`config.mk`:
```
export PLATFORM = sky130hd
export DESIGN_NAME = idle_gap_frame_receiver
export DESIGN_NICKNAME = d
export VERILOG_FILES = /design/src/rtl/igfr_pkg.sv /design/src/rtl/idle_gap_frame_receiver.sv /design/src/rtl/igfr_csr.sv
export SDC_FILE = /design/constraint.sdc
export NUM_CORES = 1
export LEC_CHECK = 0
export ABC_AREA = 1
export BUFFER_PORTS_ARGS = -buffer_cell sky130_fd_sc_hd__buf_4
export CORE_MARGIN = 2
export CORE_UTILIZATION = 45
export CTS_BUF_LIST = sky130_fd_sc_hd__clkbuf_4 sky130_fd_sc_hd__clkbuf_8
export CTS_CLUSTER_DIAMETER = 30
export DETAILED_ROUTE_END_ITERATION = 16
export GPL_TIMING_DRIVEN = 0
export PLACE_DENSITY_LB_ADDON = 0.15
export SLEW_MARGIN = 20
export SYNTH_ARGS = -nofsm -noshare
export SYNTH_HDL_FRONTEND = slang
export SYNTH_SLANG_ARGS = --single-unit
```
`constraint.sdc`:
```
create_clock -name clock -period 8.9 [get_ports clock]
set_clock_uncertainty 0.05 [all_clocks]
set_input_delay 0.89 -clock clock [delete_from_list [all_inputs] [get_ports clock]]
set_output_delay 0.89 -clock clock [all_outputs]
set_load 0.03 [all_outputs]
```
`src/rtl/igfr_pkg.sv`:
```
// ----------------------------------------------------------------------------
// igfr_pkg - idle gap frame receiver shared definitions
// field widths, item codes and register map for the receiver and its csr block
// ----------------------------------------------------------------------------
`default_nettype none

package igfr_pkg;

   // item field widths
   localparam int unsigned OP_W     = 2;
   localparam int unsigned BYTE_W   = 8;
   localparam int unsigned BSIZE_W  = 16;
   localparam int unsigned STATUS_W = 2;
   localparam int unsigned NEED_W   = 7;

   // idle tick counter saturates at its all-ones value
   localparam int unsigned          IDLE_W   = 17;
   localparam logic [IDLE_W-1:0]    IDLE_MAX = 17'h1FFFF;

   // gap register
   localparam int unsigned          GAP_W     = 16;
   localparam logic [GAP_W-1:0]     GAP_RESET = 16'd5;

   // csr port
   localparam int unsigned          CSR_ADDR_W = 3;
   localparam int unsigned          CSR_DATA_W = 32;
   localparam logic                 REG_GAP_TICKS = 1'b0;

   typedef enum logic [OP_W-1:0] {
      OP_TICK = 2'd0,
      OP_BYTE = 2'd1,
      OP_READ = 2'd2
   } op_type;

   typedef enum logic [STATUS_W-1:0] {
      STATUS_NONE  = 2'd0,
      STATUS_DATA  = 2'd1,
      STATUS_SMALL = 2'd2
   } status_type;

endpackage

`default_nettype wire

```
`src/rtl/idle_gap_frame_receiver.sv`:
```
// ----------------------------------------------------------------------------
// idle_gap_frame_receiver - serial byte message assembler
// gathers received bytes into a message closed by line silence and streams
// it out on request
// ----------------------------------------------------------------------------
//
//  channel  | direction | handshake          | payload
//  ---------+-----------+--------------------+--------------------------------
//  req      | in        | tvalid / tready    | tuser op, tdata rx_byte,buf_size
//  rsp      | out       | tvalid / tready    | tuser status, tdata data,need,
//           |           |                    | tlast last
//  csr      | in/out    | psel/penable/pready| gap_ticks at address 0
//
//  a tick or a received byte is taken while idle and the block stays ready
//  for the next item
//  a read request passes the check state, then either gives one result or
//  goes through the fetch state and the send state, one item per stored byte;
//  the fetch state comes from the single registered read port of the memory
//  a stalled rsp side holds the sequencer in place; nothing is dropped
//  reset is synchronous, clears length, idle count and the sequencer and sets
//  the gap to 5; the message memory is not cleared
//
`default_nettype none

module idle_gap_frame_receiver #(
   parameter int unsigned MAX_LEN = 64
) (
   input  wire logic                              clock,
   input  wire logic                              reset,
   // input items
   input  wire logic                              req_tvalid,
   output logic                                   req_tready,
   input  wire logic [23:0]                       req_tdata,   // rx_byte[7:0], buf_size[23:8]
   input  wire logic [igfr_pkg::OP_W-1:0]         req_tuser,   // op[1:0]
   // result items
   output logic                                   rsp_tvalid,
   input  wire logic                              rsp_tready,
   output logic      [15:0]                       rsp_tdata,   // data_byte[7:0], needed_length[14:8], zero[15]
   output logic      [igfr_pkg::STATUS_W-1:0]     rsp_tuser,   // status[1:0]
   output logic                                   rsp_tlast,
   // configuration
   input  wire logic                              csr_psel,
   input  wire logic                              csr_penable,
   input  wire logic                              csr_pwrite,
   input  wire logic [igfr_pkg::CSR_ADDR_W-1:0]   csr_paddr,
   input  wire logic [igfr_pkg::CSR_DATA_W-1:0]   csr_pwdata,
   output logic      [igfr_pkg::CSR_DATA_W-1:0]   csr_prdata,
   output logic                                   csr_pready
);
   import igfr_pkg::*;

   // length counts 0..MAX_LEN, address indexes 0..MAX_LEN-1
   localparam int unsigned LEN_W  = $clog2(MAX_LEN + 1);
   localparam int unsigned ADDR_W = (MAX_LEN > 1) ? $clog2(MAX_LEN) : 1;
   localparam logic [LEN_W-1:0] LEN_MAX = LEN_W'(MAX_LEN);

   typedef enum logic [1:0] {
      S_IDLE,
      S_CHECK,
      S_FETCH,
      S_SEND
   } state_type;

   // unpack the input item
   op_type              req_op;
   logic [BYTE_W-1:0]   req_rx_byte;
   logic [BSIZE_W-1:0]  req_buf_size;

   assign req_op       = op_type'(req_tuser);
   assign req_rx_byte  = req_tdata[7:0];
   assign req_buf_size = req_tdata[23:8];

   logic [GAP_W-1:0] gap_ticks;

   igfr_csr u_csr (
      .clock       (clock),
      .reset       (reset),
      .csr_psel    (csr_psel),
      .csr_penable (csr_penable),
      .csr_pwrite  (csr_pwrite),
      .csr_paddr   (csr_paddr),
      .csr_pwdata  (csr_pwdata),
      .csr_prdata  (csr_prdata),
      .csr_pready  (csr_pready),
      .gap_ticks   (gap_ticks)
   );

   // sequencer and control state
   state_type           state_ff,    state_in;
   logic [IDLE_W-1:0]   idle_ff,     idle_in;
   logic [LEN_W-1:0]    len_ff,      len_in;
   logic [LEN_W-1:0]    idx_ff,      idx_in;
   logic [BSIZE_W-1:0]  bsize_ff,    bsize_in;

   // output register
   logic                rsp_valid_ff, rsp_valid_in;
   status_type          rsp_status_ff, rsp_status_in;
   logic [BYTE_W-1:0]   rsp_data_ff,  rsp_data_in;
   logic [NEED_W-1:0]   rsp_need_ff,  rsp_need_in;
   logic                rsp_last_ff,  rsp_last_in;

   // message memory, one write and one registered read port
   logic [BYTE_W-1:0]   msg_store_ff [MAX_LEN];
   logic [BYTE_W-1:0]   rd_data_ff;
   logic                wr_en;
   logic [ADDR_W-1:0]   wr_addr;
   logic                rd_en;
   logic [ADDR_W-1:0]   rd_addr;

   logic                gap_passed;
   logic                out_free;
   logic [LEN_W-1:0]    len_base;
   logic [LEN_W-1:0]    idx_next;
   logic                is_last;

   // silence on the line is longer than the gap setting
   assign gap_passed = idle_ff > {{(IDLE_W-GAP_W){1'b0}}, gap_ticks};
   // output slot empty or being drained this cycle
   assign out_free   = !rsp_valid_ff || rsp_tready;
   // a byte after the gap starts a new message
   assign len_base   = gap_passed ? '0 : len_ff;
   assign idx_next   = idx_ff + LEN_W'(1);
   assign is_last    = (idx_next == len_ff);

   assign req_tready = (state_ff == S_IDLE);

   always_comb begin
      state_in      = state_ff;
      idle_in       = idle_ff;
      len_in        = len_ff;
      idx_in        = idx_ff;
      bsize_in      = bsize_ff;
      rsp_valid_in  = rsp_valid_ff && !rsp_tready;
      rsp_status_in = rsp_status_ff;
      rsp_data_in   = rsp_data_ff;
      rsp_need_in   = rsp_need_ff;
      rsp_last_in   = rsp_last_ff;
      wr_en         = 1'b0;
      wr_addr       = len_base[ADDR_W-1:0];
      rd_en         = 1'b0;
      rd_addr       = idx_ff[ADDR_W-1:0];

      case (state_ff)
         S_IDLE: begin
            if (req_tvalid) begin
               case (req_op)
                  OP_TICK: begin
                     // saturating idle count
                     if (idle_ff != IDLE_MAX) begin
                        idle_in = idle_ff + IDLE_W'(1);
                     end
                  end
                  OP_BYTE: begin
                     // store while room remains, always restart silence
                     len_in = len_base;
                     if (len_base < LEN_MAX) begin
                        wr_en  = 1'b1;
                        len_in = len_base + LEN_W'(1);
                     end
                     idle_in = '0;
                  end
                  OP_READ: begin
                     bsize_in = req_buf_size;
                     state_in = S_CHECK;
                  end
                  default: begin
                     // unused op code, item taken and ignored
                  end
               endcase
            end
         end

         S_CHECK: begin
            if (out_free) begin
               if (!gap_passed || (len_ff == '0)) begin
                  // nothing ready
                  rsp_valid_in  = 1'b1;
                  rsp_status_in = STATUS_NONE;
                  rsp_data_in   = '0;
                  rsp_need_in   = '0;
                  rsp_last_in   = 1'b1;
                  state_in      = S_IDLE;
               end else if (bsize_ff < {{(BSIZE_W-LEN_W){1'b0}}, len_ff}) begin
                  // caller buffer too small, message kept
                  rsp_valid_in  = 1'b1;
                  rsp_status_in = STATUS_SMALL;
                  rsp_data_in   = '0;
                  rsp_need_in   = NEED_W'(len_ff);
                  rsp_last_in   = 1'b1;
                  state_in      = S_IDLE;
               end else begin
                  idx_in   = '0;
                  state_in = S_FETCH;
               end
            end
         end

         S_FETCH: begin
            // prime the read pipe with the first byte
            rd_en    = 1'b1;
            rd_addr  = idx_ff[ADDR_W-1:0];
            state_in = S_SEND;
         end

         S_SEND: begin
            if (out_free) begin
               rsp_valid_in  = 1'b1;
               rsp_status_in = STATUS_DATA;
               rsp_data_in   = rd_data_ff;
               rsp_need_in   = '0;
               rsp_last_in   = is_last;
               // fetch the following byte while this one leaves
               rd_en         = 1'b1;
               rd_addr       = idx_next[ADDR_W-1:0];
               idx_in        = idx_next;
               if (is_last) begin
                  len_in   = '0;
                  state_in = S_IDLE;
               end
            end
         end

         default: begin
            state_in = S_IDLE;
         end
      endcase
   end

   always_ff @(posedge clock) begin
      if (reset) begin
         state_ff     <= S_IDLE;
         idle_ff      <= '0;
         len_ff       <= '0;
         rsp_valid_ff <= 1'b0;
      end else begin
         state_ff     <= state_in;
         idle_ff      <= idle_in;
         len_ff       <= len_in;
         rsp_valid_ff <= rsp_valid_in;
      end
      idx_ff        <= idx_in;
      bsize_ff      <= bsize_in;
      rsp_status_ff <= rsp_status_in;
      rsp_data_ff   <= rsp_data_in;
      rsp_need_ff   <= rsp_need_in;
      rsp_last_ff   <= rsp_last_in;
   end

   always_ff @(posedge clock) begin
      if (wr_en) begin
         msg_store_ff[wr_addr] <= req_rx_byte;
      end
   end

   always_ff @(posedge clock) begin
      if (rd_en) begin
         rd_data_ff <= msg_store_ff[rd_addr];
      end
   end

   // pack the result item
   assign rsp_tvalid = rsp_valid_ff;
   assign rsp_tdata  = {1'b0, rsp_need_ff, rsp_data_ff};
   assign rsp_tuser  = rsp_status_ff;
   assign rsp_tlast  = rsp_last_ff;

endmodule

`default_nettype wire

```
`src/rtl/igfr_csr.sv`:
```
// ----------------------------------------------------------------------------
// igfr_csr - configuration register block
// apb-style access to the gap register, write on the access phase
// ----------------------------------------------------------------------------
`default_nettype none

module igfr_csr (
   input  wire logic                              clock,
   input  wire logic                              reset,
   input  wire logic                              csr_psel,
   input  wire logic                              csr_penable,
   input  wire logic                              csr_pwrite,
   input  wire logic [igfr_pkg::CSR_ADDR_W-1:0]   csr_paddr,
   input  wire logic [igfr_pkg::CSR_DATA_W-1:0]   csr_pwdata,
   output logic      [igfr_pkg::CSR_DATA_W-1:0]   csr_prdata,
   output logic                                   csr_pready,
   output logic      [igfr_pkg::GAP_W-1:0]        gap_ticks
);
   import igfr_pkg::*;

   logic [GAP_W-1:0] gap_ticks_ff;
   logic [GAP_W-1:0] gap_ticks_in;
   logic             reg_index;
   logic             wr_fire;

   // register index is the word address
   assign reg_index  = csr_paddr[2];
   assign csr_pready = 1'b1;
   assign wr_fire    = csr_psel && csr_penable && csr_pwrite && csr_pready;

   always_comb begin
      gap_ticks_in = gap_ticks_ff;
      if (wr_fire && (reg_index == REG_GAP_TICKS)) begin
         gap_ticks_in = csr_pwdata[GAP_W-1:0];
      end
   end

   always_ff @(posedge clock) begin
      if (reset) begin
         gap_ticks_ff <= GAP_RESET;
      end else begin
         gap_ticks_ff <= gap_ticks_in;
      end
   end

   always_comb begin
      csr_prdata = '0;
      if (reg_index == REG_GAP_TICKS) begin
         csr_prdata = {{(CSR_DATA_W-GAP_W){1'b0}}, gap_ticks_ff};
      end
   end

   assign gap_ticks = gap_ticks_ff;

endmodule

`default_nettype wire
```
==> impl_metrics.tcl <==
set metrics [dict create \
    status "finished, final reports clean" \
    num_io_pins 122 \
    crit_required_ns 9.19 \
    drive_gt1_frac 0.175 \
    r2r_end "msg_store_ff[14][6]" \
    fp.coreArea_um2 56400 \
    grt_use_met1 0.339 \
    grt_busiest_layer "met2" \
    layout_commonest_cell "edfxtp_1" \
    tns_ns 0 \
    period_minus_slack_ns 4.23 \
    crit_path_end "msg_store_ff[14][6]" \
    cts-root-buf "clkbuf_8" \
    die_h_um 243 \
    clock_latency_ns 0.74 \
    syn_inst 2157 \
    cts_resized 0 \
    wl_per_cell_um 22.2 \
    final-hold-violation-count 0 \
    rsz0062_at_grt "false" \
    max_freq_mhz 237 \
    synth_area_um2 25700 \
    dieArea_um2 58900 \
    fill_cells 4901 \
    final_cell_mix "edfxtp_1, nor2_1, o21ai_0, inv_1, o211ai_1" \
    cts_tree "done" \
    area_delta_synth_final_pct 17.0 \
    syn_area_per_cell_um2 11.9 \
    worstSetupEndpointType "flip-flop" \
    finalMaxSlewViolations 0 \
    path_class "reg2reg" \
    power.leakage_nw 10.9 \
    grt_util_met3 0.0463 \
    worstPathArrival_ns 4.52 \
    hp-class "in2reg" \
    tightestPinTransition_ns 1.03 \
    routabilityCongestion 0.920 \
    initial_core_util 0.455 \
    postCtsHoldBufs 0 \
    grt_max_degree 65 \
    hpwl_um 47700 \
    gr-usage-met2 0.384 \
    grt_pass1_vias 17200 \
    drc 0 \
    viasPerCell 5.52 \
    hold_slack_ns 0.281 \
    p_per_area_nw_per_um2 219 \
    drtIter0Drc 1800 \
    clock-sinks 604 \
    fin_crit_sh 0.475 \
    peakVddDrop_mv 0.143 \
    vias 17900 \
    ys_types 44 \
    port_buffers 84 \
    clock_path_buffers 3 \
    r2r_cells 14 \
    maxSlewHeadroom 0.308 \
    grt_usage 0.243 \
    grt-ovfl-total 0 \
    antenna_found_initial 1 \
    preCtsSetupSlack_ns 4.81 \
    post_cts.repair.setup_buffers 0 \
    ys_seq_area_frac 0.690 \
    routed_wl_um 71900 \
    setup_viol 0 \
    firstDrtPassIters 6 \
    ys_ff_latch 604 \
    critPathLaunch "u_csr.gap_ticks[14]" \
    synth_warnings 0 \
    layout_setup_ws_ns 4.67 \
    worstPathMaxFanout 10 \
    grt_pass1_wl_um 107000 \
    reg2reg_slack_ns 4.67 \
    fp-row-count 87 \
    drv_cap 0 \
    die_x_um 243 \
    r2r_start "u_csr.gap_ticks[14]" \
    ant_nets 0 \
    cts_buffers 117 \
    cp-start-kind "flip-flop" \
    htree_levels 3 \
    clk_pin_slew_ns 0.06 \
    final_nets 2473 \
]
per-layer routing:
metal / up-vias / wire length, um
met5: - / 0
li1: 8214 / -
met1: 8759 / 30800
met3: 134 / 5850
met4: 0 / 1850
met2: 762 / 33300
state kept, by name (all words and copies together), names as in the netlist, named ones only:
name             count
idle_ff             17
rsp_need_ff          7
rsp_data_ff          8
rd_data_ff           8
rsp_tlast            1
len_ff               7
rsp_tuser            2
msg_store_ff       512
rsp_tvalid           1
bsize_ff            16
state_ff             1
idx_ff               7
u_csr.gap_ticks     16
cells by family after synthesis:
logic type,synth area share
DFF,0.690
and+or+nand+nor,0.103
AOI/OAI and AO/OA,0.126
other,0.000293
adders and majority gates,0.0127
xor gates and xnor gates,0.00395
buffers and inverters,0.0636
worst min-delay path by stage:
stage / from / end / slack, ns / depth (start not counted)
after floorplan: idle_ff[15] / idle_ff[15] / 0.39 / 2
after global placement: idle_ff[15] / idle_ff[15] / 0.41 / 2
after detailed placement: idle_ff[15] / idle_ff[15] / 0.43 / 2
after CTS: req_tdata[18] / bsize_ff[10] / 0.24 / 1
after global routing: req_tdata[18] / bsize_ff[10] / 0.26 / 1
final: req_tdata[16] / bsize_ff[8] / 0.28 / 1
synthesized netlist by cell type, drive strengths merged:
| library cell | number | area [um^2] |
|---|---|---|
| edfxtp | 561 | 16800 |
| and2 | 1 | 6.26 |
| xor2 | 7 | 61.3 |
| dfxtp | 43 | 861 |
| clkbuf | 20 | 77.6 |
| ha | 26 | 325 |
| a21o | 1 | 7.51 |
| conb | 2 | 7.51 |
| and3 | 1 | 6.26 |
| nand3b | 1 | 7.51 |
| o31ai | 1 | 7.51 |
| nor4 | 2 | 12.5 |
| nand3 | 146 | 731 |
| o211ai | 181 | 1360 |
| inv | 216 | 811 |
| nand4 | 15 | 125 |
| a211oi | 3 | 22.5 |
| nor3 | 11 | 60.1 |
| nand2 | 171 | 657 |
| a22oi | 1 | 7.51 |
| nor3b | 1 | 7.51 |
| nor2 | 269 | 1040 |
| a31oi | 1 | 6.26 |
| clkinv | 1 | 3.75 |
| o21ai | 301 | 1520 |
| o21bai | 11 | 82.6 |
| xnor2 | 2 | 17.5 |
| xnor3 | 1 | 22.5 |
| buf | 117 | 741 |
| a21oi | 42 | 210 |
| o21a | 1 | 7.51 |
power by group:
group	internal (W)	leakage, nW	switching (W)	total, W
logic	0.0000964	4.12	0.000248	0.000345
clock network	0.00184	1.38	0.00125	0.00308
registers	0.00313	5.40	0.00000906	0.00314
cell type report:
cell class | count | area [um^2] | share of cell area
inverter | 217 | 815 | 0.0271
timing repair buffer | 87 | 668 | 0.0223
clock inverter | 81 | 871 | 0.0290
multi-input combinational | 1215 | 6380 | 0.213
clock buffer | 140 | 1810 | 0.0602
buffer | 137 | 818 | 0.0273
antenna | 1 | 2.50 | 0.0000834
sequential | 604 | 17700 | 0.590
tap | 756 | 946 | 0.0315
stage by stage:
stage          cells  power (W)  cell area, um^2   util
5_1_grt         3238    0.00677            30000  0.532
6_report        3238    0.00656            30000  0.532
3_3_place_gp    3013    0.00353            27300  0.484
2_1_floorplan   2173    0.00337            25700      -
3_5_place_dp    3016    0.00354            27300  0.485
4_1_cts         3237    0.00660            30000  0.532
worst max-delay path: stages (launching register included):
cell	delay, ns
dfxtp_1	0.30
inv_1	0.08
ha_1	0.34
nand2_1	0.07
nand2_1	0.05
nand2_1	0.06
nand2_1	0.05
a21oi_1	0.21
nand3_1	0.12
nand2_1	0.24
buf_2	0.27
nand3_1	0.16
inv_1	0.11
nand3_1	0.74
nor2_1	1.02
Note: power is estimated with default switching activity, not from simulation.
